$ cat config.mk
export PLATFORM = sky130hd
export DESIGN_NAME = key_edge_and_autorepeat_top
export DESIGN_NICKNAME = d
export VERILOG_FILES = /design/src/rtl/kear_pkg.sv /design/src/rtl/kear_key_cnt.sv /design/src/rtl/kear_edge.sv /design/src/rtl/key_edge_and_autorepeat_top.sv
export SDC_FILE = /design/constraint.sdc
export NUM_CORES = 1
export LEC_CHECK = 0
export ABC_AREA = 1
export BUFFER_PORTS_ARGS = -buffer_cell sky130_fd_sc_hd__buf_2
export CAP_MARGIN = 20
export CORE_MARGIN = 5
export CORE_UTILIZATION = 45
export DETAILED_ROUTE_END_ITERATION = 10
export GPL_TIMING_DRIVEN = 0
export PLACE_DENSITY_LB_ADDON = 0.05
export RECOVER_POWER = 25
export SKIP_CTS_REPAIR_TIMING = 1
export SLEW_MARGIN = 20
export SYNTH_ARGS = -nofsm -noshare
export SYNTH_HDL_FRONTEND = slang
export SYNTH_SLANG_ARGS = --single-unit
$ cat constraint.sdc
create_clock -name clk_i -period 2.5 [get_ports clk_i]
set_input_delay 0.5 -clock clk_i [delete_from_list [all_inputs] [get_ports clk_i]]
set_output_delay 0.5 -clock clk_i [all_outputs]
set_load 0.01 [all_outputs]
$ cat src/rtl/kear_pkg.sv
`timescale 1ns / 1ps
// ----------------------------------------------------------------------------
// kear_pkg
// Shared types and constants for the key edge and auto-repeat block.
// ----------------------------------------------------------------------------
package kear_pkg;

  localparam int unsigned FieldW = 10;  // width of every key mask field
  localparam int unsigned CntW   = 8;   // per-key countdown width
  localparam int unsigned CfgIdxW = 8;  // configuration index width

  // configuration register indexes
  localparam logic [CfgIdxW-1:0] REG_FIRST_DELAY  = 8'd0;
  localparam logic [CfgIdxW-1:0] REG_REPEAT_DELAY = 8'd1;

  // reset values of the configuration registers
  localparam logic [CntW-1:0] FIRST_DELAY_RST  = 8'd20;
  localparam logic [CntW-1:0] REPEAT_DELAY_RST = 8'd5;

  typedef struct packed {
    logic [CntW-1:0] first_dly;
    logic [CntW-1:0] rpt_dly;
  } kear_delay_t;

  typedef struct packed {
    logic advance;  // a tick is transferred this cycle
    logic held;     // key is pressed in this tick
  } kear_key_ctrl_t;

endpackage

$ cat src/rtl/kear_key_cnt.sv
`timescale 1ns / 1ps
// ----------------------------------------------------------------------------
// kear_key_cnt
// Countdown for one key: reloads while released, counts down while held and
// flags a repeat when it reaches zero.
// ----------------------------------------------------------------------------
module kear_key_cnt (
  input  logic                   clk_i,
  input  logic                   rst_ni,
  input  kear_pkg::kear_key_ctrl_t ctrl_i,
  input  kear_pkg::kear_delay_t  delay_i,
  output logic                   rep_o
);
  import kear_pkg::*;

  logic [CntW-1:0] cnt_q, cnt_d;

  always_comb begin
    cnt_d = cnt_q;
    if (!ctrl_i.held) begin
      cnt_d = delay_i.first_dly;
    end else if (cnt_q != '0) begin
      cnt_d = cnt_q - {{(CntW-1){1'b0}}, 1'b1};
    end else begin
      cnt_d = delay_i.rpt_dly;
    end
  end

  // valid only in a cycle where advance is high
  assign rep_o = ctrl_i.held && (cnt_q == '0);

  always_ff @(posedge clk_i or negedge rst_ni) begin
    if (!rst_ni) begin
      cnt_q <= '0;
    end else if (ctrl_i.advance) begin
      cnt_q <= cnt_d;
    end
  end

endmodule

$ cat src/rtl/kear_edge.sv
`timescale 1ns / 1ps
// ----------------------------------------------------------------------------
// kear_edge
// Keeps the previous tick's key vector and finds press and release edges.
// ----------------------------------------------------------------------------
module kear_edge #(
  parameter int unsigned KeyCount = 10
) (
  input  logic                clk_i,
  input  logic                rst_ni,
  input  logic                advance_i,
  input  logic [KeyCount-1:0] keys_i,
  output logic [KeyCount-1:0] pressed_o,
  output logic [KeyCount-1:0] released_o
);

  logic [KeyCount-1:0] prev_q;
  logic [KeyCount-1:0] changed;

  assign changed    = keys_i ^ prev_q;
  assign pressed_o  = changed & keys_i;
  assign released_o = changed & prev_q;

  always_ff @(posedge clk_i or negedge rst_ni) begin
    if (!rst_ni) begin
      prev_q <= '0;
    end else if (advance_i) begin
      prev_q <= keys_i;
    end
  end

endmodule

$ cat src/rtl/key_edge_and_autorepeat_top.sv
`timescale 1ns / 1ps
// ----------------------------------------------------------------------------
// key_edge_and_autorepeat_top
// Keypad edge detector with per-key auto-repeat countdowns.
// ----------------------------------------------------------------------------
// One frame tick is taken per clock cycle while the input is not stalled.
// Its result appears in the output register on the cycle after the input
// transfer, set by the single pass through the edge masks and the per-key
// countdown update into that register. The input is stalled
// only while a result waits in the output register and the
// output side stalls. Configuration writes are always taken (ready is high);
// writes to an index other than the two delay registers are dropped. Only the
// low KEY_COUNT bits of keys_held_i are keys; other field bits read as zero.
// ----------------------------------------------------------------------------
module key_edge_and_autorepeat_top #(
  parameter int unsigned KEY_COUNT = 10
) (
  input  logic                          clk_i,
  input  logic                          rst_ni,
  // configuration write channel
  input  logic                          cfg_valid_i,
  output logic                          cfg_ready_o,
  input  logic [kear_pkg::CfgIdxW-1:0]  cfg_index_i,
  input  logic [kear_pkg::CntW-1:0]     cfg_data_i,
  // tick input channel
  input  logic                          in_valid_i,
  output logic                          in_stall_o,
  input  logic [kear_pkg::FieldW-1:0]   keys_held_i,
  // result channel
  output logic                          out_valid_o,
  input  logic                          out_stall_i,
  output logic [kear_pkg::FieldW-1:0]   held_now_o,
  output logic [kear_pkg::FieldW-1:0]   newly_pressed_o,
  output logic [kear_pkg::FieldW-1:0]   newly_released_o,
  output logic [kear_pkg::FieldW-1:0]   press_or_repeat_o
);
  import kear_pkg::*;

  kear_delay_t delay_q;

  logic in_xfer;
  logic out_valid_q;

  logic [KEY_COUNT-1:0] keys;
  logic [KEY_COUNT-1:0] pressed;
  logic [KEY_COUNT-1:0] released;
  logic [KEY_COUNT-1:0] rep;

  logic [FieldW-1:0] held_d, pressed_d, released_d, por_d;
  logic [FieldW-1:0] held_q, pressed_q, released_q, por_q;

  // configuration registers
  assign cfg_ready_o = 1'b1;

  always_ff @(posedge clk_i or negedge rst_ni) begin
    if (!rst_ni) begin
      delay_q.first_dly <= FIRST_DELAY_RST;
      delay_q.rpt_dly   <= REPEAT_DELAY_RST;
    end else if (cfg_valid_i && cfg_ready_o) begin
      unique case (cfg_index_i)
        REG_FIRST_DELAY:  delay_q.first_dly <= cfg_data_i;
        REG_REPEAT_DELAY: delay_q.rpt_dly   <= cfg_data_i;
        default: ;
      endcase
    end
  end

  // handshake: take a tick unless a result is held up downstream
  assign in_stall_o = out_valid_q && out_stall_i;
  assign in_xfer    = in_valid_i && !in_stall_o;

  // key vector: keys beyond the field width are never held
  for (genvar k = 0; k < KEY_COUNT; k++) begin : g_keys
    if (k < FieldW) begin : g_in
      assign keys[k] = keys_held_i[k];
    end else begin : g_none
      assign keys[k] = 1'b0;
    end
  end

  kear_edge #(
    .KeyCount(KEY_COUNT)
  ) u_edge (
    .clk_i      (clk_i),
    .rst_ni     (rst_ni),
    .advance_i  (in_xfer),
    .keys_i     (keys),
    .pressed_o  (pressed),
    .released_o (released)
  );

  for (genvar k = 0; k < KEY_COUNT; k++) begin : g_cnt
    kear_key_ctrl_t ctrl;
    assign ctrl.advance = in_xfer;
    assign ctrl.held    = keys[k];

    kear_key_cnt u_cnt (
      .clk_i   (clk_i),
      .rst_ni  (rst_ni),
      .ctrl_i  (ctrl),
      .delay_i (delay_q),
      .rep_o   (rep[k])
    );
  end

  // map key vectors onto the fixed-width result fields
  for (genvar j = 0; j < FieldW; j++) begin : g_field
    if (j < KEY_COUNT) begin : g_key
      assign held_d[j]     = keys[j];
      assign pressed_d[j]  = pressed[j];
      assign released_d[j] = released[j];
      assign por_d[j]      = pressed[j] | rep[j];
    end else begin : g_pad
      assign held_d[j]     = 1'b0;
      assign pressed_d[j]  = 1'b0;
      assign released_d[j] = 1'b0;
      assign por_d[j]      = 1'b0;
    end
  end

  // result register
  always_ff @(posedge clk_i or negedge rst_ni) begin
    if (!rst_ni) begin
      out_valid_q <= 1'b0;
    end else if (in_xfer) begin
      out_valid_q <= 1'b1;
    end else if (!out_stall_i) begin
      out_valid_q <= 1'b0;
    end
  end

  always_ff @(posedge clk_i) begin
    if (in_xfer) begin
      held_q     <= held_d;
      pressed_q  <= pressed_d;
      released_q <= released_d;
      por_q      <= por_d;
    end
  end

  assign out_valid_o       = out_valid_q;
  assign held_now_o        = held_q;
  assign newly_pressed_o   = pressed_q;
  assign newly_released_o  = released_q;
  assign press_or_repeat_o = por_q;

  // a transferred tick always shows up in the result register next cycle
  a_xfer_to_result : assert property (@(posedge clk_i) disable iff (!rst_ni)
    in_xfer |=> out_valid_o)
    else $error("tick transfer did not produce a result");

  // never overwrite a result that is held up downstream
  a_no_overwrite : assert property (@(posedge clk_i) disable iff (!rst_ni)
    (out_valid_q && out_stall_i) |-> !in_xfer)
    else $error("result overwritten while stalled");

  // a key cannot be pressed and released in the same tick
  a_edges_disjoint : assert property (@(posedge clk_i) disable iff (!rst_ni)
    out_valid_o |-> ((newly_pressed_o & newly_released_o) == '0))
    else $error("press and release edge on the same key");

  // press edges are held and always in press_or_repeat; releases are not held
  a_press_consistent : assert property (@(posedge clk_i) disable iff (!rst_ni)
    out_valid_o |-> (((newly_pressed_o & ~held_now_o) == '0) &&
                     ((newly_pressed_o & ~press_or_repeat_o) == '0) &&
                     ((newly_released_o & held_now_o) == '0)))
    else $error("edge masks inconsistent with held keys");

  // repeats only come from held keys
  a_repeat_held : assert property (@(posedge clk_i) disable iff (!rst_ni)
    out_valid_o |-> ((press_or_repeat_o & ~held_now_o) == '0))
    else $error("repeat reported for a released key");

endmodule
**Word-level counts from Yosys, hierarchy flattened**

Index checks and enable logic that the tools add are counted.

- Register bits after elaboration: 147
- Bits of input ports: 31
- Output and inout port bits: 43
- Logic and storage cells: 101

- Add/subtract/negate cells: 10
- Equality and inequality tests: 2
- Multiplexer cells: 22
- Bitwise logic cells: 13
- Reduce and logical (&&, ||, !) cells: 36

Operators with widths:

| kind | number |
|---|---|
| $mux W8 | 20 |
| $logic_not A8 Y1 | 11 |
| $reduce_bool A8 Y1 | 10 |
| $sub A8 B1 Y8 const B | 10 |
| $and A10 B10 Y10 | 2 |
| $logic_and A1 B1 Y1 | 12 |
| $or A1 B1 Y1 | 10 |
| $xor A10 B10 Y10 | 1 |
| $eq A8 B1 Y1 const B | 1 |
| $reduce_and A2 Y1 | 2 |
| $mux W1 | 2 |
| $ne A2 B1 Y1 const B | 1 |
| $logic_not A1 Y1 | 1 |

**Depth between registers and ports, before layout**

Gate-level depths: netlist (run 1).

- Depth after elaboration: 4
- Gate-level depth with buffers: 10
- Depth with buffers taken out: 9

**Hierarchy**

A second synthesis (run 1) with hierarchy kept.

- Cells, all modules: 1286
- Area, all modules: 9387.8 µm²

Modules (own cells, without submodules):

| module | times used | cells an instance | area an instance (µm²) |
|---|---|---|---|
| kear_key_cnt at g_cnt[0].u_cnt ... | 7 | 107 | 663.1 |
| kear_key_cnt at g_cnt[1].u_cnt ... | 3 | 103 | 730.7 |
| key_edge_and_autorepeat_top | 1 | 146 | 2025.7 |
| kear_edge | 1 | 82 | 528.0 |

**Least setup slack after synthesis (run 1)**

OpenSTA, ideal clock, no wires.

- Kind: input port to flip-flop
- Start: in out_stall_i
- End: reg held_q[0], in the netlist held_now_o[0], enable pin
- Library setup time: 0.381 ns
- Arrival time: 1.585 ns
- Path slack: 0.534 ns
- Cell stages on the path: 5
- Cells stage by stage: nand2_1 -> inv_2 -> nor2_8 -> buf_2 -> buf_2

- Cells in the longest elaborated chain, start to end: 3

Ends and longest elaborated chain:

| item | line | RTL |
|---|---|---|
| start, declared | key_edge_and_autorepeat_top.sv:31 | `input logic out_stall_i,` |
| $logic_and A1 B1 Y1 | key_edge_and_autorepeat_top.sv:69 | `assign in_stall_o = out_valid_q && out_stall_i;` |
| net in_stall_o | key_edge_and_autorepeat_top.sv:27 | `output logic in_stall_o,` |
| $logic_not A1 Y1 | key_edge_and_autorepeat_top.sv:70 | `assign in_xfer = in_valid_i && !in_stall_o;` |
| $logic_and A1 B1 Y1 | key_edge_and_autorepeat_top.sv:70 |  |
| net in_xfer | key_edge_and_autorepeat_top.sv:41 | `logic in_xfer;` |
| end signal, assigned | key_edge_and_autorepeat_top.sv:134 | `held_q <= held_d;` |
| end, declared | key_edge_and_autorepeat_top.sv:50 | `logic [FieldW-1:0] held_q, pressed_q, released_q, por_q;` |

The timed path passes the listed nets, and every way through them passes these cells.
A chain may end at the register's enable or synchronous reset.

**Worst setup path in the final report (run 1)**

- Start: reg out_valid_q, in the netlist out_valid_o
- End: reg released_q[6], in the netlist newly_released_o[6], enable pin

- Cells in the longest elaborated chain, start to end: 3

Ends and longest elaborated chain:

| item | line | RTL |
|---|---|---|
| start, declared | key_edge_and_autorepeat_top.sv:42 | `logic out_valid_q;` |
| start signal, assigned | key_edge_and_autorepeat_top.sv:124 | `out_valid_q <= 1'b0;` |
| start signal, assigned | key_edge_and_autorepeat_top.sv:126 | `out_valid_q <= 1'b1;` |
| start signal, assigned | key_edge_and_autorepeat_top.sv:128 | `out_valid_q <= 1'b0;` |
| $logic_and A1 B1 Y1 | key_edge_and_autorepeat_top.sv:69 |  |
| $logic_not A1 Y1 | key_edge_and_autorepeat_top.sv:70 |  |
| $logic_and A1 B1 Y1 | key_edge_and_autorepeat_top.sv:70 |  |
| net in_xfer | key_edge_and_autorepeat_top.sv:41 |  |
| end signal, assigned | key_edge_and_autorepeat_top.sv:136 | `released_q <= released_d;` |
| end, declared | key_edge_and_autorepeat_top.sv:50 |  |

The timed path passes the listed nets, and every way through them passes these cells.

==> results of run 1 <==
worst min-delay path by stage:
| stage | from | cells past startpoint | to | slack (ps) |
|---|---|---|---|---|
| 2_1_floorplan | rst_ni | 0 | delay_q[11] | 200 |
| 3_3_place_gp | delay_q[5] | 2 | delay_q[5] | 480 |
| 3_5_place_dp | rst_ni | 1 | g_cnt[2].u_cnt.cnt_q[6] | 490 |
| 4_1_cts | rst_ni | 1 | u_edge.prev_q[2] | 40 |
| 5_1_grt | keys_held_i[2] | 1 | held_now_o[2] | 310 |
| 6_report | keys_held_i[2] | 1 | held_now_o[2] | 300 |
state kept, by name, indices dropped and copies added, names as in the netlist:
register           count
g_cnt.u_cnt.cnt_q     80
u_edge.prev_q         10
held_now_o            10
delay_q               16
press_or_repeat_o     10
newly_released_o      10
out_valid_o            1
newly_pressed_o       10
power groups by stage:
| stage | clock network, mW | registers [mW] | logic, mW |
|---|---|---|---|
| 6_report | 2.53 | 3.37 | 4.35 |
| 2_1_floorplan | 0 | 3.35 | 3.36 |
| 4_1_cts | 2.56 | 3.37 | 4.33 |
| 3_3_place_gp | 0 | 3.40 | 4.26 |
| 3_5_place_dp | 0 | 3.40 | 4.30 |
| 5_1_grt | 2.68 | 3.45 | 5.01 |
layout make-up:
cell class / instances / area (um^2)
buffer: 31 / 146.4
clock buffer: 24 / 503.0
clock inverter: 8 / 72.57
fill: 1811 / 8900
inverter: 179 / 674.4
multi-input combinational: 735 / 3732
sequential: 147 / 3884
tap: 234 / 292.8
timing repair buffer: 73 / 375.4
stage by stage:
step / setup TNS (ps) / instance area (um^2) / power [mW] / worst slack, ps / cells
2_1_floorplan: 0 / 8434 / 6.705 / 534.1 / 1092
3_5_place_dp: -6034 / 9121 / 7.703 / -140.2 / 1399
5_1_grt: 0 / 9681 / 11.14 / 326.5 / 1431
4_1_cts: 0 / 9697 / 10.26 / 90.12 / 1431
6_report: 0 / 9681 / 10.25 / 478.3 / 1431
3_3_place_gp: -52290 / 9087 / 7.659 / -485.6 / 1398
routing by layer:
metal,vias up,global-route usage (%),routed length (um)
met4,0,5.685,410
met1,3665,34.07,11670
met2,255,36.74,11190
met5,-,0,0
met3,36,4.658,1817
li1,3797,-,-
synthesized netlist by cell type (all sizes together) (9+ instances only):
| master | n | area, um^2 |
|---|---|---|
| o21ai | 87 | 435.4 |
| nor2 | 112 | 464.2 |
| clkbuf | 12 | 45.04 |
| clkinv | 9 | 33.78 |
| o22ai | 39 | 244.0 |
| inv | 170 | 640.6 |
| o21bai | 27 | 202.7 |
| a21oi | 47 | 235.2 |
| buf | 19 | 98.84 |
| xnor2 | 9 | 78.83 |
| nor3 | 9 | 45.04 |
| nand3 | 119 | 595.6 |
| nand2 | 214 | 803.3 |
| edfxtp | 40 | 1201 |
| ha | 20 | 250.2 |
| o211ai | 22 | 165.2 |
| dfrtp | 103 | 2577 |
cell families after synthesis:
| kind of cell | count (synthesis) |
|---|---|
| compound gates | 234 |
| xor+xnor | 17 |
| fa+ha+maj | 20 |
| buf+inv | 210 |
| flops | 147 |
| other cells | 1 |
| simple gates | 463 |
worst register-to-register path: stages, from the launching register on:
cell and delay (ps):
dfrtp_1 370, nand2_1 90, inv_2 70, nor2_8 170, buf_2 320, buf_4 600
==> run metrics, run 1 <==
H-tree lvl count 4; Async SR Flop Fraction 72.79%; Synth cell types 34; Synth Area in Simple Gates 23.32%; Mapped Area 8434 um^2; Worst R2R Path Depth 5; RSZ-0062 raised after global routing false; Setup crit end newly_released_o[6]; Inserted Clock Buffers 17; Peak VDD IR 472.6 uV; proportion of synthesized area in mux cells 0%; Tightest Pin Transition 1438 ps; sw power 4.155 mW; Residual DRC 0; status complete, no violations; fin crit share 80.87%; Worst Hold Class primary input to flip-flop; die area 21580 um^2; peak per-stage delay on the critical path 590 ps; Critical Path RT 2560 ps; Bufs and invs on worst path 3; DPL Wire Length 16.08 mm; port buffer count 72; worst-skew pair later-pin latency 430 ps; post-detailed-route count of antenna-violating nets 0; Initial DRC Count 515; Crit. Startpoint out_valid_o; hold slack 300.4 ps; combinational group share of total power 42.5%; kind of critical path flip-flop to flip-flop; cell-internal power 6.099 mW; # diodes 0; starting density of the core 45.39%; Leak 4.631 nW; Core ar. 18580 um^2; num rows 50; sequential share of the synthesized area 46.05%; RD Place Congestion 0.8944; WP depth 5; CTS sink count 147; Slew Limit Fails 0; first-pass GRT wire length 40.03 mm; largest family of logic cells by synthesized area simple AND/OR/NAND/NOR gates; via-per-instance ratio 5.418; Most used DFF post-synth dfrtp_1; Die H 146.9 um; largest net degree at the start of global routing 56; most common cell after layout, fill and taps aside nand2_1; syn avg cell area 7.724 um^2; DR vias 7753; Critical Path Source Type flip-flop; Worst path top cell family by delay buffers and inverters; Post-Synth Adder-Cell Area 2.967%; vias in the first global route 7357; skew final 10.13 ps; Synth warnings 0; max frequency 0.4946 GHz; TritonCTS clock tree yes; Die X 146.9 um; Clk pwr share 24.6%; clock transition at the registers of the reported paths 60 ps; slowest CP cell buf_4; Syn Inst Count 1092; FF-to-FF End newly_released_o[6]; Seq pwr share 32.9%; Fin. Hold Viols 0; clk buf depth 2; Mapped Nets 1143; Critical R2R Launch out_valid_o; first-pass iteration count of the detailed router 5; worst path cell trace nand2_1 -> inv_2 -> nor2_8 -> buf_2 -> buf_4; switching part of the total 40.52%; total gr overflow 0; nets@finish 1235; WL/cell 17.53 um; layout cells sized above 1 10.19%; post-synthesis xor/xnor area fraction 1.765%; Final Core Density 52.10%; Layout area overhead 14.78%; R2R Setup Slk 480 ps; post-synthesis compound-gate area fraction 16.15%; initial antenna violation count 1; Worst Path Arrival 2080 ps; GRT Total Usage 23.57%; PD cells 1059 nW/um^2; I/O pin count 74; EDFF count, synth 40; fin crit period 2022 ps; endpoint class of the critical path flip-flop; Crit Path Max Fanout 49; Slew HR 4.127%; Yosys reg bits 147; final WL 25.09 mm; # setup viols final 0; clk root buf clkbuf_16; Max Cap Viol 0; most frequent cells in the layout 214 x nand2_1, 165 x inv_1, 119 x nand3_1, 106 x nor2_1, 103 x dfrtp_1
Note: power is estimated with default switching activity, not from simulation.
==> inputs of run 2 (changes only) <==
- ABC_AREA: 1 -> 0
- clock period: 2.5 -> 1.7 ns (I/O delays scaled with it)
==> run 2 against run 1 <==
The run now ends with negative setup slack left. Cell count down 11%. Register-to-register slack worse by 930 ps. Cell area up 15%. First-iteration DRC count up 35%. Flip-flop and latch count unchanged. Sequential share of layout area down 5.2 points. Sequential power up 67%. Critical path depth up 1. Global-route usage up 0.81 points. Highest routed layer unchanged. Critical endpoint is now g_cnt[1].u_cnt.cnt_q[3]. Via count up 1.1%.
==> run metrics, run 2 <==
status finished, violations left (was complete, no violations); failing checks negative setup slack; EDFF count, synth 40 (unchanged); R2R Setup Slk -450 ps (was 480 ps); global-route track usage on met2 38.38% (was 36.74%); I/O pin count 74 (unchanged); Yosys reg bits 147 (unchanged); Peak VDD IR 853.9 uV (was 472.6 uV); Slew Limit Fails 0 (unchanged); Final Core Density 59.74% (was 52.10%); cell-internal power 10.82 mW (was 6.099 mW); sequential share of the synthesized area 45.54% (was 46.05%); Core ar. 18710 um^2 (was 18580 um^2); Clk pwr share 22.9% (was 24.6%); Final Power 17.55 mW (was 10.25 mW); worst-skew pair later-pin latency 430 ps (about the same); Inserted Clock Buffers 17 (unchanged); Mapped Nets 944 (was 1143); combinational group share of total power 45.1% (was 42.5%); Critical Path Source Type flip-flop (unchanged); Critical R2R Launch g_cnt[1].u_cnt.cnt_q[4] (was out_valid_o); clk root buf clkbuf_16 (unchanged); most common cell after layout, fill and taps aside dfrtp_1 (was nand2_1); M3 GR Usage 5.150% (was 4.658%); clock transition at the registers of the reported paths 60 ps (about the same); # diodes 0 (unchanged); number of flip-flops in the largest register 80 (unchanged); cell taking the most area after synthesis dfrtp_1 (unchanged); syn avg cell area 9.550 um^2 (was 7.724 um^2); Slew HR 31.66% (was 4.127%); Critical Path RT 2050 ps (was 2560 ps); die area 21810 um^2 (was 21580 um^2); skew final 9.304 ps (was 10.13 ps); Die H 147.7 um (was 146.9 um); first-pass iteration count of the detailed router 5 (unchanged); final WL 28.72 mm (was 25.09 mm); RD Place Congestion 0.8866 (was 0.8944); starting density of the core 45.59% (was 45.39%); Crit Path Max Fanout 7 (was 49); first-pass GRT wire length 41.10 mm (was 40.03 mm); CTS sink count 147 (unchanged); synth top area cells dfrtp_1 30%, edfxtp_1 14%, a21oi_1 5.3%, mux2i_1 3.1%, ha_1 2.9% (was dfrtp_1 31%, edfxtp_1 14%, nand2_1 9.5%, inv_1 7.3%, nand3_1 7.1%); Async SR Flop Fraction 72.79% (unchanged); Leak 4.702 nW (was 4.631 nW); clk buf depth 2 (unchanged); Worst Hold End held_now_o[1] (was held_now_o[2]); WL/cell 22.45 um (was 17.53 um); initial antenna violation count 0 (was 1); H-tree lvl count 4 (unchanged); Fin. Hold Viols 0 (unchanged); PD cells 1570 nW/um^2 (was 1059 nW/um^2); Tightest Pin Transition 1025 ps (was 1438 ps); FF-to-FF End g_cnt[1].u_cnt.cnt_q[3] (was newly_released_o[6]); DR vias 7839 (was 7753); dpl cells 1200 (was 1399); hold slack 94.97 ps (was 300.4 ps); # setup viols final 34 (was 0); Largest regs g_cnt.u_cnt.cnt_q: 80 flops, delay_q: 16 flops (unchanged); num rows 50 (unchanged); Worst R2R Path Depth 6 (was 5); Most used DFF post-synth dfrtp_1 (unchanged); cell area after layout 11170 um^2 (was 9681 um^2); Synth warnings 0 (unchanged); Final WS setup -449.7 ps (was 478.3 ps); non-filler cells, final 1279 (was 1431); Setup TNS -5460 ps (was 0 ps); pre-CTS setup slack -1008 ps (was -140.2 ps); endpoint class of the critical path flip-flop (unchanged); switching part of the total 38.33% (was 40.52%); Worst Path Arrival 2500 ps (was 2080 ps); kind of critical path flip-flop to flip-flop (unchanged); max frequency 0.4652 GHz (was 0.4946 GHz); Worst Hold Class primary input to flip-flop (unchanged); fin crit share 126.5% (was 80.87%); sw power 6.727 mW (was 4.155 mW); Layout area overhead 31.03% (was 14.78%); total gr overflow 0 (unchanged); RSZ-0062 raised after global routing true (was false); Max Cap Viol 0 (unchanged); fin crit period 2150 ps (was 2022 ps); nets@finish 1083 (was 1235); Placed Area 9306 um^2 (was 9121 um^2); via-per-instance ratio 6.129 (was 5.418); Initial DRC Count 694 (was 515); Synth cell types 68 (was 34); most frequent cell after synthesis dfrtp_1 (was nand2_1); Hold Path Depth 1 (unchanged); top cells by count, synth 103 x dfrtp_1, 90 x a21oi_1, 60 x nand2_1 (was 214 x nand2_1, 165 x inv_1, 119 x nand3_1); port buffer count 72 (unchanged); post-detailed-route count of antenna-violating nets 0 (unchanged); Residual DRC 0 (unchanged); TritonCTS clock tree yes (unchanged); layout cells sized above 1 32.44% (was 10.19%); largest net degree at the start of global routing 75 (was 56); Syn Inst Count 893 (was 1092); Largest Register g_cnt.u_cnt.cnt_q (unchanged); Synth top area share 30.22% (was 30.56%); most frequent cells in the layout 92 x dfrtp_1, 80 x a21oi_1, 64 x buf_2, 50 x nand2_1, 50 x buf_4 (was 214 x nand2_1, 165 x inv_1, 119 x nand3_1, 106 x nor2_1, 103 x dfrtp_1); GR peak layer met2 (unchanged); Die X 147.7 um (was 146.9 um); grt met1 use 33.68% (was 34.07%); Seq pwr share 32.0% (was 32.9%); Hold Startpoint keys_held_i[1] (was keys_held_i[2]); GRT Total Usage 24.39% (was 23.57%); Mapped Area 8528 um^2 (was 8434 um^2); vias in the first global route 7159 (was 7357); DPL Wire Length 17.00 mm (was 16.08 mm)
-- run 2: cell count changes after synthesis, moves of 24 or more --
cell / previous run / this run
nand2_1: 214 / 60
inv_1: 165 / 37
nand3_1: 119 / 10
o21ai_0: 87 / 22
nor2_1: 106 / 45
clkbuf_1: 12 / 56
a21oi_1: 47 / 90
o21bai_1: 27 / 0
mux2i_1: 0 / 26
o21ai_1: 0 / 26
nor3b_1: 0 / 24
o221ai_1: 0 / 24
-- run 2: cell families after synthesis --
kind of cell | synth area share [%]
AND/OR/NAND/NOR | 19.19
XOR/XNOR | 2.259
adder cells (fa/ha/maj) | 2.934
flip-flops | 45.54
AO/OA/AOI/OAI | 19.94
buffers and inverters | 4.665
other | 0.04397
multiplexers | 5.428
-- run 2: per-layer routing --
layer / wire [um] / share of wire [%]
met2: 13570 / 47
met4: 773 / 2.7
met5: 0 / 0
met3: 1507 / 5.2
met1: 12870 / 45
-- run 2: worst max-delay path by stage --
stage | startpoint | endpoint | slack [ps] | cells after the start
final | g_cnt[1].u_cnt.cnt_q[4] | g_cnt[1].u_cnt.cnt_q[3] | -450 | 6
after global routing | g_cnt[1].u_cnt.cnt_q[4] | g_cnt[1].u_cnt.cnt_q[3] | -510 | 6
after CTS | out_valid_o | g_cnt[3].u_cnt.cnt_q[0] | -950 | 7
after detailed placement | out_stall_i | g_cnt[3].u_cnt.cnt_q[0] | -1010 | 8
after global placement | rst_ni | u_edge.prev_q[3] | -1180 | 1
after floorplan | g_cnt[1].u_cnt.cnt_q[4] | g_cnt[1].u_cnt.cnt_q[6] | -290 | 5
-- run 2: layout make-up --
class	instances	area, um^2
Buffer	57	382.9
Clock buffer	21	460.4
Clock inverter	11	157.7
Fill cell	1559	7531
Inverter	39	151.4
Multi-Input combinational cell	643	4996
Sequential cell	147	3897
Tap cell	234	292.8
Timing Repair Buffer	127	835.8
-- run 2: power groups by stage --
stage	Sequential (mW)	Clock [mW]	Combinational (mW)
final	5.62	4.02	7.91
after CTS	5.25	4.07	5.84
after global routing	5.73	4.26	8.61
after floorplan	5.13	0	4.57
after detailed placement	5.31	0	5.81
after global placement	5.31	0	5.77
-- run 2: critical path: stages, from the launching register on --
cell and delay (ps):
dfrtp_2 430, or4_4 520, or4b_4 520, buf_8 150, buf_4 150, mux2i_1 110, o22ai_1 190
